## config.mk

```make
export PLATFORM = sky130hd
export DESIGN_NAME = base64_stream_decoder_core_flat
export DESIGN_NICKNAME = d
export VERILOG_FILES = /design/src/rtl/core/b64d_pkg.sv /design/src/rtl/core/b64d_in_if.sv /design/src/rtl/core/b64d_out_if.sv /design/src/rtl/core/b64d_out_ser.sv /design/src/rtl/core/base64_stream_decoder_core.sv /design/src/flat_wrapper.sv
export SDC_FILE = /design/constraint.sdc
export NUM_CORES = 1
export LEC_CHECK = 0
export ABC_AREA = 1
export BUFFER_PORTS_ARGS = -buffer_cell sky130_fd_sc_hd__buf_2
export CELL_PAD_IN_SITES_DETAIL_PLACEMENT = 1
export CELL_PAD_IN_SITES_GLOBAL_PLACEMENT = 2
export CORE_ASPECT_RATIO = 1.4
export CORE_MARGIN = 2
export CORE_UTILIZATION = 33
export CTS_CLUSTER_SIZE = 16
export DETAILED_ROUTE_END_ITERATION = 10
export GPL_ROUTABILITY_DRIVEN = 0
export HOLD_SLACK_MARGIN = 0.06
export PLACE_DENSITY_LB_ADDON = 0.1
export SETUP_SLACK_MARGIN = 0.15
export SLEW_MARGIN = 20
export SYNTH_ARGS = -nofsm -noshare
export SYNTH_HDL_FRONTEND = slang
export SYNTH_HIERARCHICAL = 1
export SYNTH_SLANG_ARGS = --single-unit
```

## constraint.sdc

```tcl
create_clock -name clk -period 4.8 [get_ports clk]
set_clock_uncertainty 0.1 [all_clocks]
set_input_delay 0.72 -clock clk [delete_from_list [all_inputs] [get_ports clk]]
set_output_delay 0.72 -clock clk [all_outputs]
set_load 0.05 [all_outputs]
```

## src/rtl/core/b64d_pkg.sv

```systemverilog
// b64d_pkg: shared types, constants and the character map of the base64 stream decoder
// used by b64d_out_ser and base64_stream_decoder_core; no dependencies
package b64d_pkg;

	localparam int unsigned LIMIT_W = 13;

	localparam logic [LIMIT_W-1:0] OUT_LIMIT_RESET = 13'd256;
	localparam logic [7:0] PAD_CHAR = 8'h3D;

	// decoded bytes of one group, packed from slot 0, with how many are valid
	typedef struct packed {
		logic [2:0][7:0] bytes;
		logic [1:0] count;
		logic eot;
	} b64d_bundle_t;

	function automatic logic [5:0] sextet_of(input logic [7:0] c);
		logic [7:0] d;
		begin
			d = 8'd0;
			if (c >= 8'h41 && c <= 8'h5A) begin
				d = c - 8'h41;
			end else if (c >= 8'h61 && c <= 8'h7A) begin
				d = c - 8'd71;
			end else if (c >= 8'h30 && c <= 8'h39) begin
				d = c + 8'd4;
			end else if (c == 8'h2B) begin
				d = 8'd62;
			end else if (c == 8'h2F) begin
				d = 8'd63;
			end
			return d[5:0];
		end
	endfunction

endpackage

```

## src/rtl/core/b64d_in_if.sv

```systemverilog
// b64d_in_if: valid/ready channel carrying one text character per item
// no dependencies
interface b64d_in_if;
	logic valid;
	logic ready;
	logic [7:0] in_char;
	logic end_of_text;

	modport source (output valid, output in_char, output end_of_text, input ready);
	modport sink (input valid, input in_char, input end_of_text, output ready);
endinterface

```

## src/rtl/core/b64d_out_if.sv

```systemverilog
// b64d_out_if: valid/ready channel carrying one decoded byte per item
// no dependencies
interface b64d_out_if;
	logic valid;
	logic ready;
	logic [7:0] out_byte;
	logic run_last;
	logic text_end;

	modport source (output valid, output out_byte, output run_last, output text_end,
		input ready);
	modport sink (input valid, input out_byte, input run_last, input text_end,
		output ready);
endinterface

```

## src/rtl/core/b64d_out_ser.sv

```systemverilog
// b64d_out_ser: holds one group's decoded bytes and sends them one item per cycle
// while data.ready is high; depends on b64d_pkg and b64d_out_if
module b64d_out_ser (
	input  logic                  clk,
	input  logic                  arst_n,
	input  logic                  load,
	input  b64d_pkg::b64d_bundle_t load_bundle,
	output logic                  free,
	b64d_out_if.source            data
);
	import b64d_pkg::*;

	b64d_bundle_t bund_q;
	logic         bund_v_q;
	logic [1:0]   idx_q;
	logic         at_last;
	logic         pop;

	assign at_last = (idx_q == bund_q.count - 2'd1);
	assign pop     = bund_v_q && data.ready;
	assign free    = !bund_v_q || (data.ready && at_last);

	assign data.valid    = bund_v_q;
	assign data.out_byte = bund_q.bytes[idx_q];
	assign data.run_last = at_last;
	assign data.text_end = at_last && bund_q.eot;

	always_ff @(posedge clk or negedge arst_n) begin
		if (!arst_n) begin
			bund_v_q <= 1'b0;
			idx_q    <= 2'd0;
		end else if (load) begin
			bund_v_q <= 1'b1;
			idx_q    <= 2'd0;
		end else if (pop) begin
			if (at_last) begin
				bund_v_q <= 1'b0;
				idx_q    <= 2'd0;
			end else begin
				idx_q <= idx_q + 2'd1;
			end
		end
	end

	always_ff @(posedge clk) begin
		if (load) begin
			bund_q <= load_bundle;
		end
	end

endmodule

```

## src/rtl/core/base64_stream_decoder_core.sv

```systemverilog
// base64_stream_decoder_core: streaming base64 decoder, one character in per item
// depends on b64d_pkg, b64d_in_if, b64d_out_if and b64d_out_ser
//
// usage
// - text: one character per item with end_of_text on the final one
// - data: decoded bytes; run_last marks the last byte of a character,
//   text_end the final byte of the text
// - cfg_we / cfg_wdata: out_limit, to be written by the user only while the
//   block is idle; the block itself does not enforce this
// - a character is registered on accept and decoded in the next cycle; a
//   group's first byte is offered on data once the group's bytes are loaded
//   into the byte holder, then one byte per cycle while data.ready is high
// - a character that closes a group waits until the byte holder is free,
//   unless output is halted; other characters are taken every cycle
// - when data stalls, the byte holder fills and text.ready drops until it
//   drains
// - reset clears group state, byte count and halt flag; out_limit returns
//   to 256
module base64_stream_decoder_core (
	input  logic                         clk,
	input  logic                         arst_n,
	input  logic                         cfg_we,
	input  logic [b64d_pkg::LIMIT_W-1:0] cfg_wdata,
	b64d_in_if.sink                      text,
	b64d_out_if.source                   data
);
	import b64d_pkg::*;

	logic [LIMIT_W-1:0] limit_q;

	logic         valid_s1;
	logic [7:0]   char_s1;
	logic         eot_s1;

	logic [17:0]        store_q;
	logic [1:0]         group_q;
	logic               tpad_q;
	logic [LIMIT_W-1:0] emitted_q;
	logic               halted_q;

	logic         free;
	logic         fire;
	logic         need;
	logic         halt_now;
	logic [5:0]   v;
	logic [17:0]  store_new;
	logic         tpad_new;
	logic         close;
	logic [5:0]   s0, s1, s2, s3;
	logic [7:0]   b0, b1, b2;
	logic         has1, has2;
	logic [1:0]   n;
	logic         load;
	b64d_bundle_t bundle;

	assign fire       = valid_s1 && (free || !need);
	assign text.ready = !valid_s1 || fire;

	always_comb begin
		v         = sextet_of(char_s1);
		halt_now  = halted_q || (group_q == 2'd0 &&
			!(({1'b0, emitted_q} + 14'd3) < {1'b0, limit_q}));
		store_new = (group_q == 2'd0) ? 18'd0 : store_q;
		tpad_new  = (group_q == 2'd0) ? 1'b0 : tpad_q;
		unique case (group_q)
			2'd0: store_new[17:12] = v;
			2'd1: store_new[11:6]  = v;
			2'd2: begin
				store_new[5:0] = v;
				tpad_new       = (char_s1 == PAD_CHAR);
			end
			default: ;
		endcase
		close = (group_q == 2'd3) || eot_s1;
		s0    = store_new[17:12];
		s1    = store_new[11:6];
		s2    = store_new[5:0];
		s3    = (group_q == 2'd3) ? v : 6'd0;
		b0    = {s0, s1[5:4]};
		b1    = {s1[3:0], s2[5:2]};
		b2    = {s2[1:0], s3};
		has1  = (group_q >= 2'd2) && !tpad_new;
		has2  = (group_q == 2'd3) && (char_s1 != PAD_CHAR);
		n     = 2'd1 + {1'b0, has1} + {1'b0, has2};
		need  = !halt_now && close;
		load  = fire && need;

		bundle.bytes[0] = b0;
		bundle.bytes[1] = has1 ? b1 : b2;
		bundle.bytes[2] = b2;
		bundle.count    = n;
		bundle.eot      = eot_s1;
	end

	always_ff @(posedge clk or negedge arst_n) begin
		if (!arst_n) begin
			limit_q <= OUT_LIMIT_RESET;
		end else if (cfg_we) begin
			limit_q <= cfg_wdata;
		end
	end

	always_ff @(posedge clk or negedge arst_n) begin
		if (!arst_n) begin
			valid_s1 <= 1'b0;
		end else if (text.ready) begin
			valid_s1 <= text.valid;
		end
	end

	always_ff @(posedge clk) begin
		if (text.ready && text.valid) begin
			char_s1 <= text.in_char;
			eot_s1  <= text.end_of_text;
		end
	end

	always_ff @(posedge clk or negedge arst_n) begin
		if (!arst_n) begin
			store_q   <= 18'd0;
			group_q   <= 2'd0;
			tpad_q    <= 1'b0;
			emitted_q <= '0;
			halted_q  <= 1'b0;
		end else if (fire) begin
			if (eot_s1) begin
				store_q   <= 18'd0;
				group_q   <= 2'd0;
				tpad_q    <= 1'b0;
				emitted_q <= '0;
				halted_q  <= 1'b0;
			end else if (halt_now) begin
				halted_q <= 1'b1;
			end else if (close) begin
				store_q   <= 18'd0;
				group_q   <= 2'd0;
				tpad_q    <= 1'b0;
				emitted_q <= emitted_q + {{(LIMIT_W-2){1'b0}}, n};
			end else begin
				store_q <= store_new;
				group_q <= group_q + 2'd1;
				tpad_q  <= tpad_new;
			end
		end
	end

	b64d_out_ser u_out_ser (
		.clk         (clk),
		.arst_n      (arst_n),
		.load        (load),
		.load_bundle (bundle),
		.free        (free),
		.data        (data)
	);

endmodule

```

## src/flat_wrapper.sv

```systemverilog
// flat-port wrapper written by rule: the top's interface ports become plain ports
module base64_stream_decoder_core_flat import b64d_pkg::*;
  (clk, arst_n, cfg_we, cfg_wdata, text_valid, text_in_char, text_end_of_text, text_ready, data_valid, data_out_byte, data_run_last, data_text_end, data_ready);
  b64d_in_if text_i ();
  b64d_out_if data_i ();
  input  logic clk;
  input  logic arst_n;
  input  logic cfg_we;
  input  logic [b64d_pkg::LIMIT_W-1:0] cfg_wdata;
  input wire logic [$bits(text_i.valid)-1:0] text_valid;
  input wire logic [$bits(text_i.in_char)-1:0] text_in_char;
  input wire logic [$bits(text_i.end_of_text)-1:0] text_end_of_text;
  output wire logic [$bits(text_i.ready)-1:0] text_ready;
  output wire logic [$bits(data_i.valid)-1:0] data_valid;
  output wire logic [$bits(data_i.out_byte)-1:0] data_out_byte;
  output wire logic [$bits(data_i.run_last)-1:0] data_run_last;
  output wire logic [$bits(data_i.text_end)-1:0] data_text_end;
  input wire logic [$bits(data_i.ready)-1:0] data_ready;
  assign text_i.valid = text_valid;
  assign text_i.in_char = text_in_char;
  assign text_i.end_of_text = text_end_of_text;
  assign text_ready = text_i.ready;
  assign data_valid = data_i.valid;
  assign data_out_byte = data_i.out_byte;
  assign data_run_last = data_i.run_last;
  assign data_text_end = data_i.text_end;
  assign data_i.ready = data_ready;
  base64_stream_decoder_core u_core (.clk(clk), .arst_n(arst_n), .cfg_we(cfg_we), .cfg_wdata(cfg_wdata), .text(text_i), .data(data_i));
endmodule
```

==> results of run 1 <==
[final cells by class]
type | instances | area (um^2) | share of cell area
Clock buffer | 9 | 225 | 0.0369
Sequential cell | 88 | 2380 | 0.391
Tap cell | 199 | 249 | 0.0408
Multi-Input combinational cell | 502 | 2630 | 0.431
Clock inverter | 7 | 53.8 | 0.00883
Inverter | 89 | 334 | 0.0548
Timing Repair Buffer | 42 | 220 | 0.0361
[worst max-delay path: cells and delay by family, from the launching register on]
kind            cells  cell delay, ps
simple gates        8            1120
buf+inv             3             390
fa+ha+maj           2             530
xor+xnor            1             280
compound gates      1             170
flops               1             450
[per-stage QoR]
stage | setup slack [ps] | hold WS [ps] | power, mW | util | std cells
3_5_place_dp | 989 | 370 | 2.50 | 0.358 | 920
3_3_place_gp | 1060 | 371 | 2.46 | 0.358 | 920
4_1_cts | 604 | 83.1 | 3.19 | 0.375 | 936
2_1_floorplan | 686 | 321 | 2.11 | - | 701
5_1_grt | 445 | 87.4 | 3.38 | 0.375 | 936
6_report | 698 | 90.4 | 3.12 | 0.375 | 936
[logic make-up (layout without fill, tap and decap cells)]
kind of cell	after synthesis	count (layout)	share of synthesized area
muxes	1	1	0.00205
AOI/OAI and AO/OA	108	108	0.109
adders and majority gates	30	30	0.0697
DFF	88	88	0.434
xor gates and xnor gates	20	20	0.0319
buffers and inverters	111	147	0.0891
and+or+nand+nor	343	343	0.265
[cell usage after synthesis (2+ instances only)]
cell type / number / share of area
inv_1: 86 / 0.059
nand2_4: 3 / 0.0062
nor3_1: 9 / 0.0082
ha_1: 29 / 0.066
o21ai_2: 3 / 0.0048
or2_2: 3 / 0.0034
buf_6: 5 / 0.010
edfxtp_1: 36 / 0.20
buf_4: 5 / 0.0068
nor2_4: 2 / 0.0041
dfrtp_1: 51 / 0.23
o21ai_1: 32 / 0.029
xor2_1: 19 / 0.030
nand4_1: 7 / 0.0080
o21ai_0: 34 / 0.031
inv_2: 3 / 0.0021
nor2_2: 2 / 0.0023
nand3_1: 35 / 0.032
clkbuf_1: 6 / 0.0041
buf_2: 5 / 0.0046
a21oi_1: 21 / 0.019
o21bai_1: 14 / 0.019
nor2_1: 57 / 0.039
nand2_2: 4 / 0.0046
nand2_1: 217 / 0.15
[worst max-delay path by stage]
stage	startpoint	end	slack, ps
5_1_grt	u_core/emitted_q[0]	text_ready	440
3_3_place_gp	u_core/emitted_q[0]	text_ready	1060
6_report	u_core/emitted_q[0]	text_ready	700
4_1_cts	u_core/emitted_q[0]	text_ready	600
3_5_place_dp	u_core/emitted_q[0]	u_core/u_out_ser/idx_q[1]	990
2_1_floorplan	u_core/emitted_q[0]	u_core/u_out_ser/idx_q[0]	690
[layer usage]
metal	vias to the layer above	part of all wire
li1	2307	-
met1	2187	0.40
met2	42	0.56
met3	15	0.015
met4	0	0.017
met5	-	0
[power groups by stage]
stage	Sequential (mW)	Clock, mW	Combinational [mW]
6_report	1.09	0.666	1.36
5_1_grt	1.12	0.726	1.54
4_1_cts	1.10	0.697	1.40
3_5_place_dp	1.11	0	1.39
3_3_place_gp	1.11	0	1.36
2_1_floorplan	1.06	0	1.06
[sequential cells by signal, summed over array words and instances (netlist names)]
signal                       cells
u_core/halted_q                  1
u_core/group_q                   2
u_core/valid_s1                  1
u_core/tpad_q                    1
u_core/u_out_ser/data.valid      1
u_core/eot_s1                    1
u_core/limit_q                  13
u_core/store_q                  18
u_core/emitted_q                13
u_core/u_out_ser/bund_q         27
u_core/u_out_ser/idx_q           2
u_core/char_s1                   8
==> results.json, run 1 <==
{
  "end_kind": "output port",
  "areaGrowthSynthToFinish_pct": 11.0,
  "period_needed_ps": 4100,
  "final_common_cell": "nand2_1",
  "via_count": 4551,
  "synth_area_per_cell_um2": 7.83,
  "worstPathCellList": "inv_1, ha_1, nor2_1, nand3_1, xor2_1, ha_1, a21oi_1, nand2_1, nor2_1, nand2_1, nand2_2, nand4_2, nor2_1, inv_1, buf_2",
  "setup_viol": 0,
  "p_clk_frac": 0.213,
  "vias_per_cell": 4.86,
  "use_met1": 0.199,
  "clock_latency_ps": 340,
  "grt_pass1_vias": 4901,
  "wirelength_mm": 15.0,
  "power_leakage_nw": 2.94,
  "antenna_found_initial": 0,
  "nets": 789,
  "chipWidth_um": 113,
  "cpMostUsedCell": "nor2_1",
  "grt_usage": 0.181,
  "grt.busiest_layer": "met2",
  "root_buffer": "clkbuf_16",
  "cts-resized-gates": 0,
  "cts.hold.buffers_added": 0,
  "seq_area_frac_synth": 0.434,
  "grt_max_degree": 49,
  "grt_pass1_wl_mm": 25.1,
  "synth_edf_count": 36,
  "place_area_um2": 5820,
  "synth_cell_types": 38,
  "dp_hpwl_mm": 11.6,
  "boundaryPins": 39,
  "synth_fp_nets": 758,
  "maxCapViolations": 0,
  "drtIter0Drc": 130,
  "fin_area_um2": 6100,
  "status": "finished clean",
  "antenna_cells": 0,
  "ctsHtreeMaxLevel": 3,
  "rows": 55,
  "worst_r2r_startpoint": "u_core/emitted_q[0]",
  "p_per_area_nw_per_um2": 512,
  "async_flop_share": 0.591,
  "synth_warnings": 6,
  "cts_num_sinks": 88,
  "max_freq_ghz": 0.244,
  "netlist_area_um2": 5490,
  "num-fill-cells": 2017,
  "timing.rr.end": "u_core/u_out_ser/idx_q[1]",
  "cts_buffers": 9,
  "cp_max_fo": 4,
  "globalRouteMet2Util": 0.357,
  "slew_headroom": 0.520,
  "p_int_mw": 1.70,
  "critPathArrivalTime_ps": 3280,
  "globalRouteOverflowTotal": 0,
  "dieArea_um2": 17700,
  "floorplan.initialDensity": 0.338,
  "startpoint_type": "register",
  "core_um2": 16200,
  "hold_viol": 0,
  "drc": 0,
  "ys_ff_latch": 88,
  "power.share.combinational": 0.437,
  "critPathSlowestCell": "dfrtp_1",
  "rsz0062_at_grt": "no",
  "ant_nets": 0,
  "routedWlPerCell_um": 16.0,
  "clk_pin_slew_ps": 70,
  "synth_ff_type": "dfrtp_1",
  "postSynthCellCount": 701,
  "ff2ff_setup_slack_ps": 1040,
  "path_class": "register to output port",
  "fin_crit_sh": 0.855,
  "worst_pin_slew_ps": 717,
  "use_met3": 0.0229,
  "max-clock-path-buffers": 2,
  "seq_power_share": 0.350,
  "switchingPower_mw": 1.43,
  "drive_gt1_frac": 0.115,
  "firstDrtPassIters": 4,
  "cpPeakStageDelay_ps": 450,
  "tns_ps": 0,
  "p_sw_frac": 0.457,
  "min_path_type": "input pin to async pin",
  "cts_tree": "yes",
  "die_y_um": 157,
  "postCtsSetupBuffers": 0,
  "irDropWorstVdd_mv": 0.182,
  "cp.required_ps": 3980,
  "finalMaxSlewViolations": 0,
  "ff2ff_path_depth": 18,
  "final_cell_mix": "nand2_1 (217), inv_1 (86), nor2_1 (57)",
  "port_buffers": 38
}
Note: power is estimated with default switching activity, not from simulation.
==> inputs of run 2 (changes only) <==
--- a/config.mk
+++ b/config.mk
@@ -11,7 +11,7 @@
 export CELL_PAD_IN_SITES_GLOBAL_PLACEMENT = 2
 export CORE_ASPECT_RATIO = 1.4
 export CORE_MARGIN = 2
-export CORE_UTILIZATION = 33
+export CORE_UTILIZATION = 30
 export CTS_CLUSTER_SIZE = 16
 export DETAILED_ROUTE_END_ITERATION = 10
 export GPL_ROUTABILITY_DRIVEN = 0
==> results.json, run 2 (synthesis gave the netlist of run 1 again) <==
{
  "dp_hpwl_mm": 12.3,
  "multi_input_area_um2": 2630,
  "via_count": 4630,
  "min_path_type": "input pin to async pin",
  "fin_area_um2": 6200,
  "largest_registers": "u_core/u_out_ser/bund_q: 27 flops, u_core/store_q: 18 flops",
  "critPathArrivalTime_ps": 4290,
  "dieArea_um2": 19400,
  "port_buffers": 38,
  "irDropWorstVdd_mv": 0.165,
  "p_int_mw": 1.76,
  "place_area_um2": 5890,
  "cts_buffers": 9,
  "ant_nets": 0,
  "critPathTopFamily": "simple AND/OR/NAND/NOR gates",
  "critPathSlowestCell": "nor2_1",
  "vias_per_cell": 4.73,
  "tns_ps": 0,
  "die_y_um": 164,
  "max_freq_ghz": 0.244,
  "setup_viol": 0,
  "rows": 58,
  "power_leakage_nw": 2.96,
  "worstPathCellList": "inv_1, ha_1, nor2_1, nand2_1, o21ai_1, a21oi_1, inv_1, ha_1, inv_1, ha_1, inv_1, fa_1, nor2_1, nand2_1, nor2_1, nand2_1, a21oi_1, o21a_1, nand2_1, nand2_1",
  "seq_power_share": 0.337,
  "clk_pin_slew_ps": 70,
  "finalNonFillerCells": 978,
  "grt_usage": 0.178,
  "grt_max_degree": 44,
  "cpMostUsedCell": "nand2_1",
  "drive_gt1_frac": 0.118,
  "switchingPower_mw": 1.48,
  "hold_ws_ps": 323,
  "cp_num_buf_inv": 4,
  "floorplan.initialDensity": 0.306,
  "wirelength_mm": 16.2,
  "firstDrtPassIters": 4,
  "worst_r2r_startpoint": "u_core/group_q[0]",
  "routedWlPerCell_um": 16.6,
  "cp_max_fo": 7,
  "fin_crit_sh": 0.854,
  "startpoint_type": "register",
  "final_cell_mix": "nand2_1 (217), inv_1 (86), nor2_1 (57)",
  "cts_tree": "yes",
  "regArea_um2": 2380,
  "path_class": "register to register",
  "power.share.combinational": 0.431,
  "drc": 0,
  "clock_latency_ps": 350,
  "boundaryPins": 39,
  "finalMaxSlewViolations": 0,
  "max-clock-path-buffers": 2,
  "grt_pass1_wl_mm": 26.7,
  "regMostFlops": "u_core/u_out_ser/bund_q",
  "p_per_area_nw_per_um2": 523,
  "worst_pin_slew_ps": 736,
  "cpPeakStageDelay_ps": 480,
  "grt_pass1_vias": 5152,
  "rsz0062_at_grt": "no",
  "root_buffer": "clkbuf_16",
  "antenna_found_initial": 0,
  "areaGrowthSynthToFinish_pct": 12.9,
  "ctsHtreeMaxLevel": 3,
  "globalRouteOverflowTotal": 0,
  "drtIter0Drc": 136,
  "end_kind": "register",
  "num-fill-cells": 2188,
  "slew_headroom": 0.509,
  "cp.required_ps": 4990,
  "p_clk_frac": 0.232,
  "core_um2": 17900,
  "hold_viol": 0,
  "status": "finished clean",
  "period_needed_ps": 4100,
  "cts_num_sinks": 88,
  "largest_reg_flops": 27,
  "maxCapViolations": 0,
  "critPathLaunch": "u_core/group_q[0]",
  "dpl.cell_count": 962,
  "p_sw_frac": 0.456,
  "final_common_cell": "nand2_1",
  "chipWidth_um": 118,
  "antenna_cells": 0,
  "nets": 790
}
==> run 2: final timing paths <==
path / slack (ps) / depth (start not counted) / endpoint
worst max-delay path: 700 / 20 / u_core/emitted_q[12]
worst min-delay path: 320 / 1 / u_core/emitted_q[9]
worst max register to register: 700 / 20 / u_core/emitted_q[12]
worst min register to register: 390 / 2 / u_core/store_q[17]
max in group asynchronous: 3430 / 2 / u_core/store_q[16]
min in group clk: 390 / 2 / u_core/store_q[17]
==> run 2: power by group through the flow <==
stage | Sequential [mW] | Clock [mW] | Combinational (mW)
global placement | 1.11 | 0 | 1.39
CTS | 1.10 | 0.784 | 1.43
finish | 1.09 | 0.752 | 1.40
global route | 1.11 | 0.810 | 1.57
floorplan | 1.06 | 0 | 1.06
detailed placement | 1.11 | 0 | 1.43
==> run 2: routing by layer <==
layer  vias to the layer above  routed length (um)  track usage
met5                         -                   0            0
met4                         0                 360       0.0657
met3                        17                 228       0.0212
met2                        35                9150        0.356
met1                      2274                6480        0.188
li1                       2304                   -            -
==> run 2: stage by stage <==
step | utilization | setup slack, ps | total power [mW]
3_3_place_gp | 0.328 | 654 | 2.50
3_5_place_dp | 0.328 | 497 | 2.54
4_1_cts | 0.346 | 464 | 3.31
2_1_floorplan | - | 686 | 2.11
6_report | 0.346 | 702 | 3.24
5_1_grt | 0.346 | 336 | 3.50
==> run 2: repair_timing <==
| action | CTS | global route |
|---|---|---|
| gates resized for setup | 0 | 1 |
| buffers inserted | 0 | 0 |
| hold buffers | 0 | 0 |
| endpoints found under the hold margin | 0 | 0 |
| setup endpoints to repair | 0 | 1 |
==> run 2: layout make-up <==
cell class | instances | share of cell area
Clock buffer | 9 | 0.0363
Inverter | 89 | 0.0539
Sequential cell | 88 | 0.384
Clock inverter | 7 | 0.0137
Multi-Input combinational cell | 502 | 0.425
Tap cell | 240 | 0.0484
Timing Repair Buffer | 43 | 0.0387
==> run 2: worst register-to-register path, cell delays in order (launching register included) <==
cell     delay, ps
dfrtp_1        420
inv_1          110
ha_1           330
nor2_1         480
nand2_1         90
o21ai_1        120
a21oi_1         80
inv_1           80
ha_1           220
inv_1          100
ha_1           200
inv_1           60
fa_1           410
nor2_1         330
nand2_1        130
nor2_1         210
nand2_1        110
a21oi_1        160
o21a_1         150
nand2_1         60
nand2_1         80
==> inputs of run 3 (changes only) <==
--- a/config.mk
+++ b/config.mk
@@ -15,6 +15,7 @@
 export CTS_CLUSTER_SIZE = 16
 export DETAILED_ROUTE_END_ITERATION = 10
 export GPL_ROUTABILITY_DRIVEN = 0
+export GPL_TIMING_DRIVEN = 0
 export HOLD_SLACK_MARGIN = 0.06
 export PLACE_DENSITY_LB_ADDON = 0.1
 export SETUP_SLACK_MARGIN = 0.15
==> results.json, run 3 (synthesis gave the netlist of run 1 again) <==
{
  "cp.required_ps": 3980,
  "finalNonFillerCells": 1000,
  "rsz0062_at_grt": "no",
  "power_leakage_nw": 3.06,
  "power.share.combinational": 0.456,
  "hold_ws_ps": 336,
  "min_path_type": "input pin to async pin",
  "utilization": 0.356,
  "switchingPower_mw": 1.50,
  "irDropWorstVdd_mv": 0.144,
  "wirelength_mm": 16.6,
  "status": "finished clean",
  "cts_buffers": 9,
  "rows": 58,
  "end_kind": "output port",
  "max_freq_ghz": 0.238,
  "final_common_cell": "nand2_1",
  "chipWidth_um": 118,
  "period_needed_ps": 4200,
  "die_y_um": 164,
  "boundaryPins": 39,
  "floorplan.initialDensity": 0.306,
  "place_area_um2": 6020,
  "drtIter0Drc": 176,
  "ctsHtreeMaxLevel": 3,
  "grt_max_degree": 53,
  "finalPower_mw": 3.33,
  "fin_area_um2": 6380,
  "final_cell_mix": "nand2_1 (217), inv_1 (86), nor2_1 (56)",
  "nets": 812,
  "largest_registers": "u_core/u_out_ser/bund_q: 27 flops, u_core/store_q: 18 flops",
  "seq_power_share": 0.317,
  "max-clock-path-buffers": 2,
  "place_ws_ps": 344,
  "startpoint_type": "register",
  "firstDrtPassIters": 7,
  "port_buffers": 38,
  "globalRouteOverflowTotal": 0,
  "largest_reg_flops": 27,
  "p_sw_frac": 0.451,
  "cts_num_sinks": 88,
  "antenna_found_initial": 0,
  "p_clk_frac": 0.227,
  "hold_viol": 0,
  "tns_ps": 0,
  "core_um2": 17900,
  "num-fill-cells": 2212,
  "cts_tree": "yes",
  "finalMaxSlewViolations": 0,
  "regMostFlops": "u_core/u_out_ser/bund_q",
  "critPathArrivalTime_ps": 3380,
  "dpl.cell_count": 980,
  "vias_per_cell": 4.74,
  "fin_crit_sh": 0.875,
  "areaGrowthSynthToFinish_pct": 16.2,
  "drive_gt1_frac": 0.137,
  "p_per_area_nw_per_um2": 522,
  "setup_slack_ps": 598,
  "antenna_cells": 0,
  "root_buffer": "clkbuf_16",
  "slew_headroom": 0.280,
  "clock_latency_ps": 360,
  "grt_pass1_vias": 5079,
  "ant_nets": 0,
  "cts.hold.buffers_added": 0,
  "worst_pin_slew_ps": 1080,
  "drc": 0,
  "grt_pass1_wl_mm": 26.6,
  "maxCapViolations": 0,
  "p_int_mw": 1.83,
  "dieArea_um2": 19400,
  "via_count": 4742,
  "setup_viol": 0,
  "clk_pin_slew_ps": 80,
  "routedWlPerCell_um": 16.6,
  "grt_usage": 0.179,
  "cp_max_fo": 4,
  "dp_hpwl_mm": 12.5,
  "path_class": "register to output port"
}
-- run 3: layout make-up --
| cell class | instances | area (um^2) | share of cell area |
|---|---|---|---|
| timing repair buffer | 43 | 263 | 0.0412 |
| clock inverter | 7 | 85.1 | 0.0133 |
| sequential | 88 | 2380 | 0.373 |
| multi-input combinational | 502 | 2640 | 0.413 |
| buffer | 22 | 155 | 0.0243 |
| clock buffer | 9 | 225 | 0.0353 |
| inverter | 89 | 334 | 0.0523 |
| tap | 240 | 300 | 0.0470 |
-- run 3: final timing paths --
kind / from / endpoint / slack, ps / cells past startpoint
worst max-delay path: u_core/emitted_q[0] / text_ready / 600 / 16
worst min-delay path: arst_n / u_core/u_out_ser/idx_q[0] / 340 / 1
worst max register to register: u_core/group_q[0] / u_core/emitted_q[12] / 750 / 20
worst min register to register: u_core/eot_s1 / u_core/u_out_ser/bund_q[0] / 350 / 0
max in group asynchronous: arst_n / u_core/store_q[17] / 3770 / 1
min in group clk: u_core/eot_s1 / u_core/u_out_ser/bund_q[0] / 350 / 0
-- run 3: critical path, stage by stage (launching register included) --
cell     delay (ps)
dfrtp_1         470
inv_1           100
ha_1            240
nor2_2          260
nand2_1         130
nor2_1          150
xor2_1          260
ha_1            160
nand3_1          90
nor3b_1         260
nand3_1         100
nand2_1         110
nand2_2         100
nand4_2         150
nor2_1           70
inv_1            70
buf_2           290
-- run 3: routing by layer --
layer | GRT usage | wire length [um] | up-vias
met3 | 0.0260 | 310 | 20
met2 | 0.363 | 9250 | 42
met4 | 0.0559 | 394 | 0
met1 | 0.186 | 6630 | 2334
met5 | 0 | 0 | -
li1 | - | - | 2346
-- run 3: power by group through the flow --
stage / sequential [mW] / clock, mW / combinational [mW]
after floorplan: 1.06 / 0 / 1.06
after global placement: 1.07 / 0 / 1.48
after detailed placement: 1.07 / 0 / 1.52
after CTS: 1.06 / 0.784 / 1.53
after global routing: 1.08 / 0.808 / 1.69
final: 1.06 / 0.756 / 1.52
-- run 3: timing repair --
item,in CTS,in global routing
resized for setup,0,2
buffers inserted,0,4
setup endpoints to repair,0,20
